`src/rtl/core/fbpa_pkg.sv`:
```
// ----------------------------------------------------------------------------
// fbpa_pkg
// Field widths, status codes and reset constants for the block pool allocator.
// ----------------------------------------------------------------------------
package fbpa_pkg;

  localparam int REQ_W    = 1;
  localparam int MARGIN_W = 9;
  localparam int BLKIDX_W = 8;
  localparam int STATUS_W = 2;
  localparam int COUNT_W  = 9;

  localparam int MAX_BLOCKS       = 256;
  localparam int NUM_BLOCKS_RESET = 256;

  localparam logic [REQ_W-1:0] REQ_GET = 1'b0;
  localparam logic [REQ_W-1:0] REQ_PUT = 1'b1;

  localparam logic [STATUS_W-1:0] STATUS_OK        = 2'd0;
  localparam logic [STATUS_W-1:0] STATUS_REFUSED   = 2'd1;
  localparam logic [STATUS_W-1:0] STATUS_BAD_INDEX = 2'd2;
  localparam logic [STATUS_W-1:0] STATUS_POOL_FULL = 2'd3;

endpackage

```
`src/rtl/core/fbpa_ram.sv`:
```
// ----------------------------------------------------------------------------
// fbpa_ram
// Generic single-write, single-read RAM with a registered read port.
// ----------------------------------------------------------------------------
module fbpa_ram #(
  parameter int WIDTH = 9,
  parameter int DEPTH = 256
) (
  input  logic                     clk,
  input  logic                     we,
  input  logic [$clog2(DEPTH)-1:0] waddr,
  input  logic [WIDTH-1:0]         wdata,
  input  logic [$clog2(DEPTH)-1:0] raddr,
  output logic [WIDTH-1:0]         rdata
);

  logic [WIDTH-1:0] mem [DEPTH];

  always_ff @(posedge clk) begin
    if (we) begin
      mem[waddr] <= wdata;
    end
    rdata <= mem[raddr];
  end

endmodule

```
`src/rtl/core/fixed_block_pool_allocator.sv`:
```
// ----------------------------------------------------------------------------
// fixed_block_pool_allocator
// Fixed-size block allocator with the free list held as a link memory.
// ----------------------------------------------------------------------------
// A request (get or put) is taken when start is high and busy is low and
// passes through the accept cycle, during which the link memory is read
// at the current head, and an execute cycle that updates head, counts and
// the link memory. The result is presented on the following cycle with done
// high for exactly one cycle; done is not held, so capture it when done is seen.
// A new request may be issued in that same cycle; busy holds off a new request
// until the last one has executed. After reset and after every num_blocks write
// the free list is rebuilt by a sweep that writes one link per cycle, with busy
// high throughout.
// ----------------------------------------------------------------------------
module fixed_block_pool_allocator (
  input  logic                            clk,
  input  logic                            rst,
  input  logic                            num_blocks_we,
  input  logic [fbpa_pkg::COUNT_W-1:0]    num_blocks,
  input  logic                            start,
  output logic                            busy,
  input  logic [fbpa_pkg::REQ_W-1:0]      req_type,
  input  logic [fbpa_pkg::MARGIN_W-1:0]   margin,
  input  logic [fbpa_pkg::BLKIDX_W-1:0]   block_index,
  output logic                            done,
  output logic [fbpa_pkg::STATUS_W-1:0]   status,
  output logic [fbpa_pkg::BLKIDX_W-1:0]   granted_index,
  output logic [fbpa_pkg::COUNT_W-1:0]    free_count,
  output logic [fbpa_pkg::COUNT_W-1:0]    min_free
);

  import fbpa_pkg::*;

  localparam int IW = $clog2(MAX_BLOCKS);
  localparam int LW = $clog2(MAX_BLOCKS + 2);
  localparam int CW = $clog2(MAX_BLOCKS + 1);
  localparam int NB_RESET = (NUM_BLOCKS_RESET > MAX_BLOCKS) ? MAX_BLOCKS : NUM_BLOCKS_RESET;

  localparam logic [LW-1:0] LINK_END   = LW'(MAX_BLOCKS);
  localparam logic [LW-1:0] LINK_TAKEN = LW'(MAX_BLOCKS + 1);

  localparam logic [1:0] S_IDLE  = 2'd0;
  localparam logic [1:0] S_EXEC  = 2'd1;
  localparam logic [1:0] S_SWEEP = 2'd2;

  logic [1:0]          state;
  logic [CW-1:0]       nb;
  logic [LW-1:0]       head;
  logic [CW-1:0]       free_blocks;
  logic [CW-1:0]       low_water;
  logic [IW-1:0]       sweep_idx;
  logic [REQ_W-1:0]    r_req;
  logic [MARGIN_W-1:0] r_margin;
  logic [BLKIDX_W-1:0] r_blk;

  logic                we;
  logic [IW-1:0]       waddr;
  logic [LW-1:0]       wdata;
  logic [LW-1:0]       rdata;

  logic [CW-1:0]       nb_clamped;
  logic [CW:0]         sweep_nxt;
  logic                get_ok;
  logic                put_full;
  logic                put_bad;
  logic [CW-1:0]       free_dec;

  fbpa_ram #(.WIDTH(LW), .DEPTH(MAX_BLOCKS)) u_links (
    .clk   (clk),
    .we    (we),
    .waddr (waddr),
    .wdata (wdata),
    .raddr (head[IW-1:0]),
    .rdata (rdata)
  );

  assign busy = (state != S_IDLE);

  always_comb begin
    if (num_blocks == '0) begin
      nb_clamped = CW'(1);
    end else if (32'(num_blocks) > MAX_BLOCKS) begin
      nb_clamped = CW'(MAX_BLOCKS);
    end else begin
      nb_clamped = CW'(num_blocks);
    end
  end

  assign sweep_nxt = (CW+1)'(sweep_idx) + (CW+1)'(1);
  assign free_dec  = free_blocks - CW'(1);

  assign get_ok   = (32'(free_blocks) > 32'(r_margin)) && (32'(head) < MAX_BLOCKS);
  assign put_full = (free_blocks >= nb);
  assign put_bad  = (32'(r_blk) >= 32'(nb));

  // Link memory write: rebuild chain during sweep, request update in execute.
  always_comb begin
    we    = 1'b0;
    waddr = sweep_idx;
    wdata = LINK_END;
    unique case (state)
      S_SWEEP: begin
        we    = 1'b1;
        waddr = sweep_idx;
        wdata = (sweep_nxt < (CW+1)'(nb)) ? LW'(sweep_nxt) : LINK_END;
      end
      S_EXEC: begin
        if (r_req == REQ_GET) begin
          we    = get_ok;
          waddr = head[IW-1:0];
          wdata = LINK_TAKEN;
        end else begin
          we    = !put_full && !put_bad;
          waddr = IW'(r_blk);
          wdata = head;
        end
      end
      default: begin
        we = 1'b0;
      end
    endcase
  end

  always_ff @(posedge clk) begin
    if (rst) begin
      state       <= S_SWEEP;
      nb          <= CW'(NB_RESET);
      head        <= '0;
      free_blocks <= CW'(NB_RESET);
      low_water   <= CW'(NB_RESET);
      sweep_idx   <= '0;
      done        <= 1'b0;
    end else begin
      done <= 1'b0;
      if (num_blocks_we) begin
        state       <= S_SWEEP;
        nb          <= nb_clamped;
        head        <= '0;
        free_blocks <= nb_clamped;
        low_water   <= nb_clamped;
        sweep_idx   <= '0;
      end else begin
        unique case (state)
          S_SWEEP: begin
            sweep_idx <= IW'(sweep_nxt);
            if (sweep_nxt == (CW+1)'(nb)) begin
              state <= S_IDLE;
            end
          end
          S_IDLE: begin
            if (start) begin
              state <= S_EXEC;
            end
          end
          S_EXEC: begin
            state <= S_IDLE;
            done  <= 1'b1;
            if (r_req == REQ_GET) begin
              if (get_ok) begin
                head        <= rdata;
                free_blocks <= free_dec;
                if (low_water > free_dec) begin
                  low_water <= free_dec;
                end
              end
            end else if (!put_full && !put_bad) begin
              head        <= LW'(r_blk);
              free_blocks <= free_blocks + CW'(1);
            end
          end
          default: begin
            state <= S_IDLE;
          end
        endcase
      end
    end
  end

  // Request capture and result payload.
  always_ff @(posedge clk) begin
    if (state == S_IDLE && start) begin
      r_req    <= req_type;
      r_margin <= margin;
      r_blk    <= block_index;
    end
    if (state == S_EXEC) begin
      granted_index <= '0;
      if (r_req == REQ_GET) begin
        if (get_ok) begin
          status        <= STATUS_OK;
          granted_index <= BLKIDX_W'(head);
          free_count    <= COUNT_W'(free_dec);
          min_free      <= COUNT_W'((low_water > free_dec) ? free_dec : low_water);
        end else begin
          status     <= STATUS_REFUSED;
          free_count <= COUNT_W'(free_blocks);
          min_free   <= COUNT_W'(low_water);
        end
      end else begin
        min_free <= COUNT_W'(low_water);
        if (put_full) begin
          status     <= STATUS_POOL_FULL;
          free_count <= COUNT_W'(free_blocks);
        end else if (put_bad) begin
          status     <= STATUS_BAD_INDEX;
          free_count <= COUNT_W'(free_blocks);
        end else begin
          status     <= STATUS_OK;
          free_count <= COUNT_W'(free_blocks + CW'(1));
        end
      end
    end
  end

  a_done_after_exec: assert property (@(posedge clk) disable iff (rst)
    done |-> $past(state == S_EXEC))
    else $error("result beat without an execute cycle");

  a_free_bound: assert property (@(posedge clk) disable iff (rst)
    free_blocks <= nb)
    else $error("free count above pool size");

  a_low_water: assert property (@(posedge clk) disable iff (rst)
    low_water <= free_blocks)
    else $error("low-water mark above free count");

  a_no_accept_in_sweep: assert property (@(posedge clk) disable iff (rst)
    (state == S_SWEEP) |-> busy)
    else $error("request window open during rebuild");

endmodule

```
`config.mk`:
```
export PLATFORM = sky130hd
export DESIGN_NAME = fixed_block_pool_allocator
export DESIGN_NICKNAME = d
export VERILOG_FILES = /design/src/rtl/core/fbpa_pkg.sv /design/src/rtl/core/fbpa_ram.sv /design/src/rtl/core/fixed_block_pool_allocator.sv
export SDC_FILE = /design/constraint.sdc
export NUM_CORES = 2
export LEC_CHECK = 0
export BUFFER_PORTS_ARGS = -buffer_cell sky130_fd_sc_hd__clkbuf_2
export CAP_MARGIN = 0
export CELL_PAD_IN_SITES_DETAIL_PLACEMENT = 1
export CELL_PAD_IN_SITES_GLOBAL_PLACEMENT = 2
export CORE_UTILIZATION = 50
export CTS_CLUSTER_DIAMETER = 40
export DETAILED_ROUTE_END_ITERATION = 12
export GPL_ROUTABILITY_DRIVEN = 0
export PLACE_DENSITY = 0.81
export SKIP_CTS_REPAIR_TIMING = 1
export SLEW_MARGIN = 5
export SYNTH_ARGS = -nofsm -noshare
export SYNTH_HDL_FRONTEND = slang
export SYNTH_SLANG_ARGS = --single-unit
```
`constraint.sdc`:
```
create_clock -name clk -period 11.8 [get_ports clk]
set_clock_uncertainty 0.1 [all_clocks]
set_input_delay 0.59 -clock clk [delete_from_list [all_inputs] [get_ports clk]]
set_output_delay 0.59 -clock clk [all_outputs]
set_load 0.02 [all_outputs]
```
# Word-level counts from Yosys, hierarchy flattened
# Memories as Yosys holds them, arrays and structs flattened. A register that Yosys moved wholly into a read port is not among the register bits.
# Index checks and enable logic that the tools add are counted.
# Widths: inputs -> output; s select.
[totals] register_bits=93 ram_bits=2304 input_bits=31 out_inout_bits=30 n_memories=1
[classes] addsub=3 n_lt_le_gt_ge=7 n_eq_ne=7 mux=35 bitwise=1 n_reduce_logical=15
[mem_list] memory="u_links.mem" depth=256 width=9 rd=1 rd_clocked_by_memory_dff=1 wr=1 line="fbpa_ram.sv:17" rtl="logic [WIDTH-1:0] mem [DEPTH];"
[op_table] cell="$mux 9" count=20
[op_table] cell="$gt 9x9->1" count=2
[op_table] cell="$pmux 9 s2" count=1
[op_table] cell="$mux 8" count=2
[op_table] cell="$mux 2" count=5
[op_table] cell="$add 8x1->9 const B" count=1
[op_table] cell="$add 9x1->9 const B" count=1
[op_table] cell="$eq 9x9->1" count=1
[op_table] cell="$ge 8x9->1" count=1
[op_table] cell="$ge 9x9->1" count=1
[op_table] cell="$gt 9x9->1 const B" count=1
[op_table] cell="$logic_not 9->1" count=1
[op_table] cell="$lt 9x9->1" count=1
[op_table] cell="$lt 9x9->1 const B" count=1
[op_table] cell="$sub 9x1->9 const B" count=1
[op_table] cell="$reduce_bool 2->1" count=3
[op_table] cell="$mux 1" count=5
[op_table] cell="$ne 2x2->1 const B" count=2
[op_table] cell="$pmux 2 s2" count=1
[op_table] cell="$reduce_and 2->1" count=2
[op_table] cell="$reduce_or 2->1" count=2
[op_table] cell="$logic_and 1x1->1" count=3
[op_table] cell="$ne 3x2->1 const B" count=1
[op_table] cell="$reduce_and 3->1" count=1
[op_table] cell="7 further kinds" count=8

# Longest topological paths before layout
[logic_depth] ltp_word=7 depth_mapped=16 ltp_nobuf=13

# Hierarchy
# A second synthesis with hierarchy kept.
[hier_totals] cells_unflattened=4851 hier_area_um2=95003.6
[modules_own_cells] module="fbpa_ram" instances=1 cells_each=4237 area_each_um2=89278.1 seq_area_each_um2=69366.5
[modules_own_cells] module="fixed_block_pool_allocator" instances=1 cells_each=614 area_each_um2=5725.5 seq_area_each_um2=2322.2

# Worst setup path before layout
# Ideal clock, no wire load.
[synth_timing] path_type="register to register" start="reg state[1]" end="mem u_links.mem[0][8] (data pin)" arrival_ps=8902 path_slack_ps=1220 path_stages_with_launch=9 path_buffers=2 synth_period_minus_slack_ps=10580 cell_sequence="dfxtp_1 -> inv_1 -> ha_1 -> clkbuf_1 -> clkbuf_1 -> o21ai_0 -> nand2_1 -> nor3_1 -> a21oi_1"
[synth_via] elab_chain_len=2 word_cells_on_any_way=3 classes_between="eq/ne (2); mux (1)"
[synth_rtl] element="from (decl)" line="fixed_block_pool_allocator.sv:46" rtl="logic [1:0] state;"
[synth_rtl] element="from (signal assigned)" line="fixed_block_pool_allocator.sv:126" rtl="state <= S_SWEEP;"
[synth_rtl] element="from (signal assigned)" line="fixed_block_pool_allocator.sv:136" rtl="state <= S_SWEEP;"
[synth_rtl] element="from (signal assigned)" line="fixed_block_pool_allocator.sv:147" rtl="state <= S_IDLE;"
[synth_rtl] element="$eq 2x1->1 or $eq 2x2->1 (tied branches)" line="fixed_block_pool_allocator.sv:101" rtl="unique case (state)"
[synth_rtl] element="$pmux 9 s2 *" line="fixed_block_pool_allocator.sv:101"
[synth_rtl] element="via u_links.wdata[8]" line="fbpa_ram.sv:12" rtl="input logic [WIDTH-1:0] wdata,"
[synth_rtl] element="to (decl)" line="fbpa_ram.sv:17"
# Mark *: on every way through the listed nets, which the timed path passes. The rest lies on a longest branch.

# Worst setup path in the final report
[layout_timing] start="reg free_blocks[4]" end="mem u_links.mem[214][2] (enable)"
[layout_via] elab_chain_len=7 word_cells_on_any_way=9 classes_between="order compare (2); mux (4); reduce/logical (3)"
[layout_rtl] element="from (decl)" line="fixed_block_pool_allocator.sv:49" rtl="logic [CW-1:0] free_blocks;"
[layout_rtl] element="from (signal assigned)" line="fixed_block_pool_allocator.sv:129" rtl="free_blocks <= CW'(NB_RESET);"
[layout_rtl] element="from (signal assigned)" line="fixed_block_pool_allocator.sv:139" rtl="free_blocks <= nb_clamped;"
[layout_rtl] element="from (signal assigned)" line="fixed_block_pool_allocator.sv:161" rtl="free_blocks <= free_dec;"
[layout_rtl] element="$ge 9x9->1" line="fixed_block_pool_allocator.sv:93" rtl="assign put_full = (free_blocks >= nb);"
[layout_rtl] element="$logic_not 1->1" line="fixed_block_pool_allocator.sv:113" rtl="we = !put_full && !put_bad;"
[layout_rtl] element="$logic_and 1x1->1" line="fixed_block_pool_allocator.sv:113"
[layout_rtl] element="$mux 1 *" line="fixed_block_pool_allocator.sv:108" rtl="if (r_req == REQ_GET) begin"
[layout_rtl] element="$pmux 1 s2 *" line="fixed_block_pool_allocator.sv:101"
[layout_rtl] element="$mux 1 *" line="fbpa_ram.sv:20" rtl="if (we) begin"
[layout_rtl] element="$mux 1 (implied by the code) *" line="fbpa_ram.sv:21" rtl="mem[waddr] <= wdata;"
# Every way passes the cells marked *; elsewhere a longest branch is shown, timed or not.

==> results.cfg <==
[power_and_ir_drop]
cellPowerDensity_nw_per_um2 = 175
ir_worst_vdd_mv = 0.160
leakage_uw = 0.0345

[global_routing]
grt_overflow = 0
first_global_vias = 52000
grt_pass1_wl_um = 381000
grt_max_degree = 160
grtUsageTotal_pct = 27.5
grt_antenna_before_repair = 5

[job]
cap_violations = 0

[critical_path]
rr_worst_depth = 10
critPathBufInv = 2
cp-end-kind = flip-flop
path_max_fanout = 65
path_common_cell = buf_4
slowest_stage = buf_4
crit_path_start_kind = flip-flop
critPathRequiredTime_ns = 12.26
critical_path_depth = 10
cpPeakStageDelay_ns = 0.87
crit_family = buffers and inverters
crit_chain = ha_1, a21o_1, a21oi_1, o21ai_0, o21ai_1, nand2_1, a21oi_4, buf_4, buf_4, nor3_1
worstSetupPathType = reg2reg
cp_data_arrival_time_ns = 6.26

[detailed_routing]
via_per_inst = 6.54
drt_iter0_drc = 5942
wl_um = 265000
wl_per_cell_um = 34.1
drc = 0
first_pass_iters = 5
vias = 50900
ant_nets = 0

[sta]
fin_tns_setup_ns = 0
slew_violations = 0
hold_viol_final = 0
setup_viol = 0
setup_slack_ns = 6.00
finalCritPeriodShare_pct = 49.2
relSlewSlack_pct = 5.46
period_needed_ns = 5.80
worst_pin_slew_ns = 1.41
fmax_mhz = 172
rsz0062_at_grt = false

[yosys]
syn_area_um2 = 95400
syn_avg_cell_area_um2 = 20.0
yosys.area.top_type = edfxtp_1
ys_top_cells_by_area = edfxtp_1 (74%), mux4_2 (12%), nor3_1 (1.5%)
synth_cell_types = 76
synth_ff_type = edfxtp_1
synth-seq-area-share_pct = 75.1
synth_enable_flop_cells = 2350
synth_top_area_share_pct = 74.0
synth.most_common_cell = edfxtp_1
synth_warnings = 0
synthCells = 4765
synth_fp_nets = 4846
synth_common_cells = edfxtp_1 (2350), mux4_2 (520), nor3_1 (288), nand2_1 (210), o22ai_1 (121)
ys_ff_latch = 2406
async_reset_ff_share_pct = 0

[place]
dp_hpwl_um = 155000
place_area_um2 = 98900
preCtsSetupSlack_ns = 6.23
port_buffers = 60

[die]
dieArea_um2 = 193000
die_width_um = 439
num_rows = 159
ioPinCount = 61
die-height_um = 439
core_um2 = 189000
start_util_pct = 50.6

[worst_hold_path]
worst_hold_path_type = in2reg
hold-path-cell-count = 3

[cts]
tritoncts = yes
clk-insertion-delay-late_ns = 0.94
htree_num_levels = 5
root_buffer = clkbuf_16
cts_buffer_depth = 4
path_clk_slew_ns = 0.06
numCtsBuffers = 313
cts_sinks = 2406

[layout]
finalInstanceArea_um2 = 109000
nNetsFinal = 5122
drive_gt1_share_pct = 26.3
area_growth_pct = 14.8

[outcome]
status = finished, final reports clean
[sequential cells by signal, indices dropped and copies added (netlist names)]
signal         count
done               1
free_blocks        9
free_count         9
granted_index      8
head               9
low_water          9
min_free           9
nb                 9
r_blk              8
r_margin           9
r_req              1
state              2
status             2
sweep_idx          8
u_links.mem     2304
u_links.rdata      9
[logic make-up (layout without fill, tap and decap cells)]
| family | Yosys count | after routing | share of synthesized area (%) |
|---|---|---|---|
| buffers and inverters | 334 | 845 | 2.08 |
| AND/OR/NAND/NOR | 762 | 762 | 3.85 |
| XOR/XNOR | 28 | 28 | 0.257 |
| adder cells (fa/ha/maj) | 50 | 50 | 0.656 |
| multiplexers | 652 | 652 | 14.1 |
| AO/OA/AOI/OAI | 533 | 533 | 3.93 |
| flip-flops | 2406 | 2406 | 75.1 |
| other | 0 | 3 | 0 |
[worst paths after layout]
kind                         end  slack (ns)      startpoint
max          u_links.mem[214][2]        6.00  free_blocks[4]
max reg2reg  u_links.mem[214][2]        6.00  free_blocks[4]
min reg2reg                nb[6]        0.37           nb[6]
min                        nb[4]        0.05   num_blocks[4]
[metal layers]
layer	track usage [%]	part of all wire, %	vias up
li1	-	-	20500
met1	39.4	40	27100
met2	43.4	48	2864
met3	5.29	9.3	395
met4	8.27	2.8	0
met5	0	0	-
[tightest hold or removal path: stages]
cell,delay [ns]
clkbuf_2,0.10
nand2_1,0.21
a21oi_1,0.10
[per-stage QoR]
stage | instances | hold slack [ns] | util [%] | power, µW
2_1_floorplan | 4765 | 0.345 | - | 9790
3_3_place_gp | 7197 | 0.356 | 52.4 | 9930
3_5_place_dp | 7197 | 0.362 | 52.5 | 9940
4_1_cts | 7747 | -0.298 | 57.9 | 19200
5_1_grt | 7773 | 0.0315 | 58.1 | 19500
6_report | 7774 | 0.0515 | 58.1 | 19100
[layout by cell type (no fill, tap or decap), types with 15 or more instances in the layout]
cell           Yosys  final
a211oi_1          42     42
a21oi_1           98     95
a221oi_1          20     20
a22o_1            54     53
a22oi_1           51     51
and3_1            21     21
buf_4             42    170
bufinv_16          0     26
clkbuf_1          98     39
clkbuf_16          0    321
clkbuf_2           0     60
clkinv_1           0     24
clkinv_2           0     30
clkinv_4           0     25
clkinvlp_4         0     26
dfxtp_1           56     52
dlygate4sd3_1      0     24
edfxtp_1        2350   2350
ha_1              50     49
inv_1             33     33
inv_6              0     35
inv_8              0     21
mux2i_1          107    107
mux4_1            25     25
mux4_2           520    520
nand2_1          210    210
nand3_1           15     15
nor2_1           120    114
nor3_1           288    207
nor3_2            14     95
nor4_1            19     19
o21ai_0           33     33
o221ai_1          19     19
o22ai_1          121    121
[power by group]
group          switching (µW)  leakage (µW)  internal [µW]
Sequential               24.5        0.0222           9390
Combinational             282       0.00737           73.2
Clock                    3750       0.00494           5620
[layout make-up]
| type | count | area [µm²] |
|---|---|---|
| Clock buffer | 360 | 8180 |
| Multi-Input combinational cell | 2025 | 22400 |
| Tap cell | 2495 | 3120 |
| Timing Repair Buffer | 262 | 1980 |
| Fill cell | 16000 | 79100 |
| Antenna cell | 3 | 7.51 |
| Inverter | 33 | 124 |
| Clock inverter | 190 | 2030 |
| Sequential cell | 2406 | 71700 |
(Power assumes the default switching activity.)
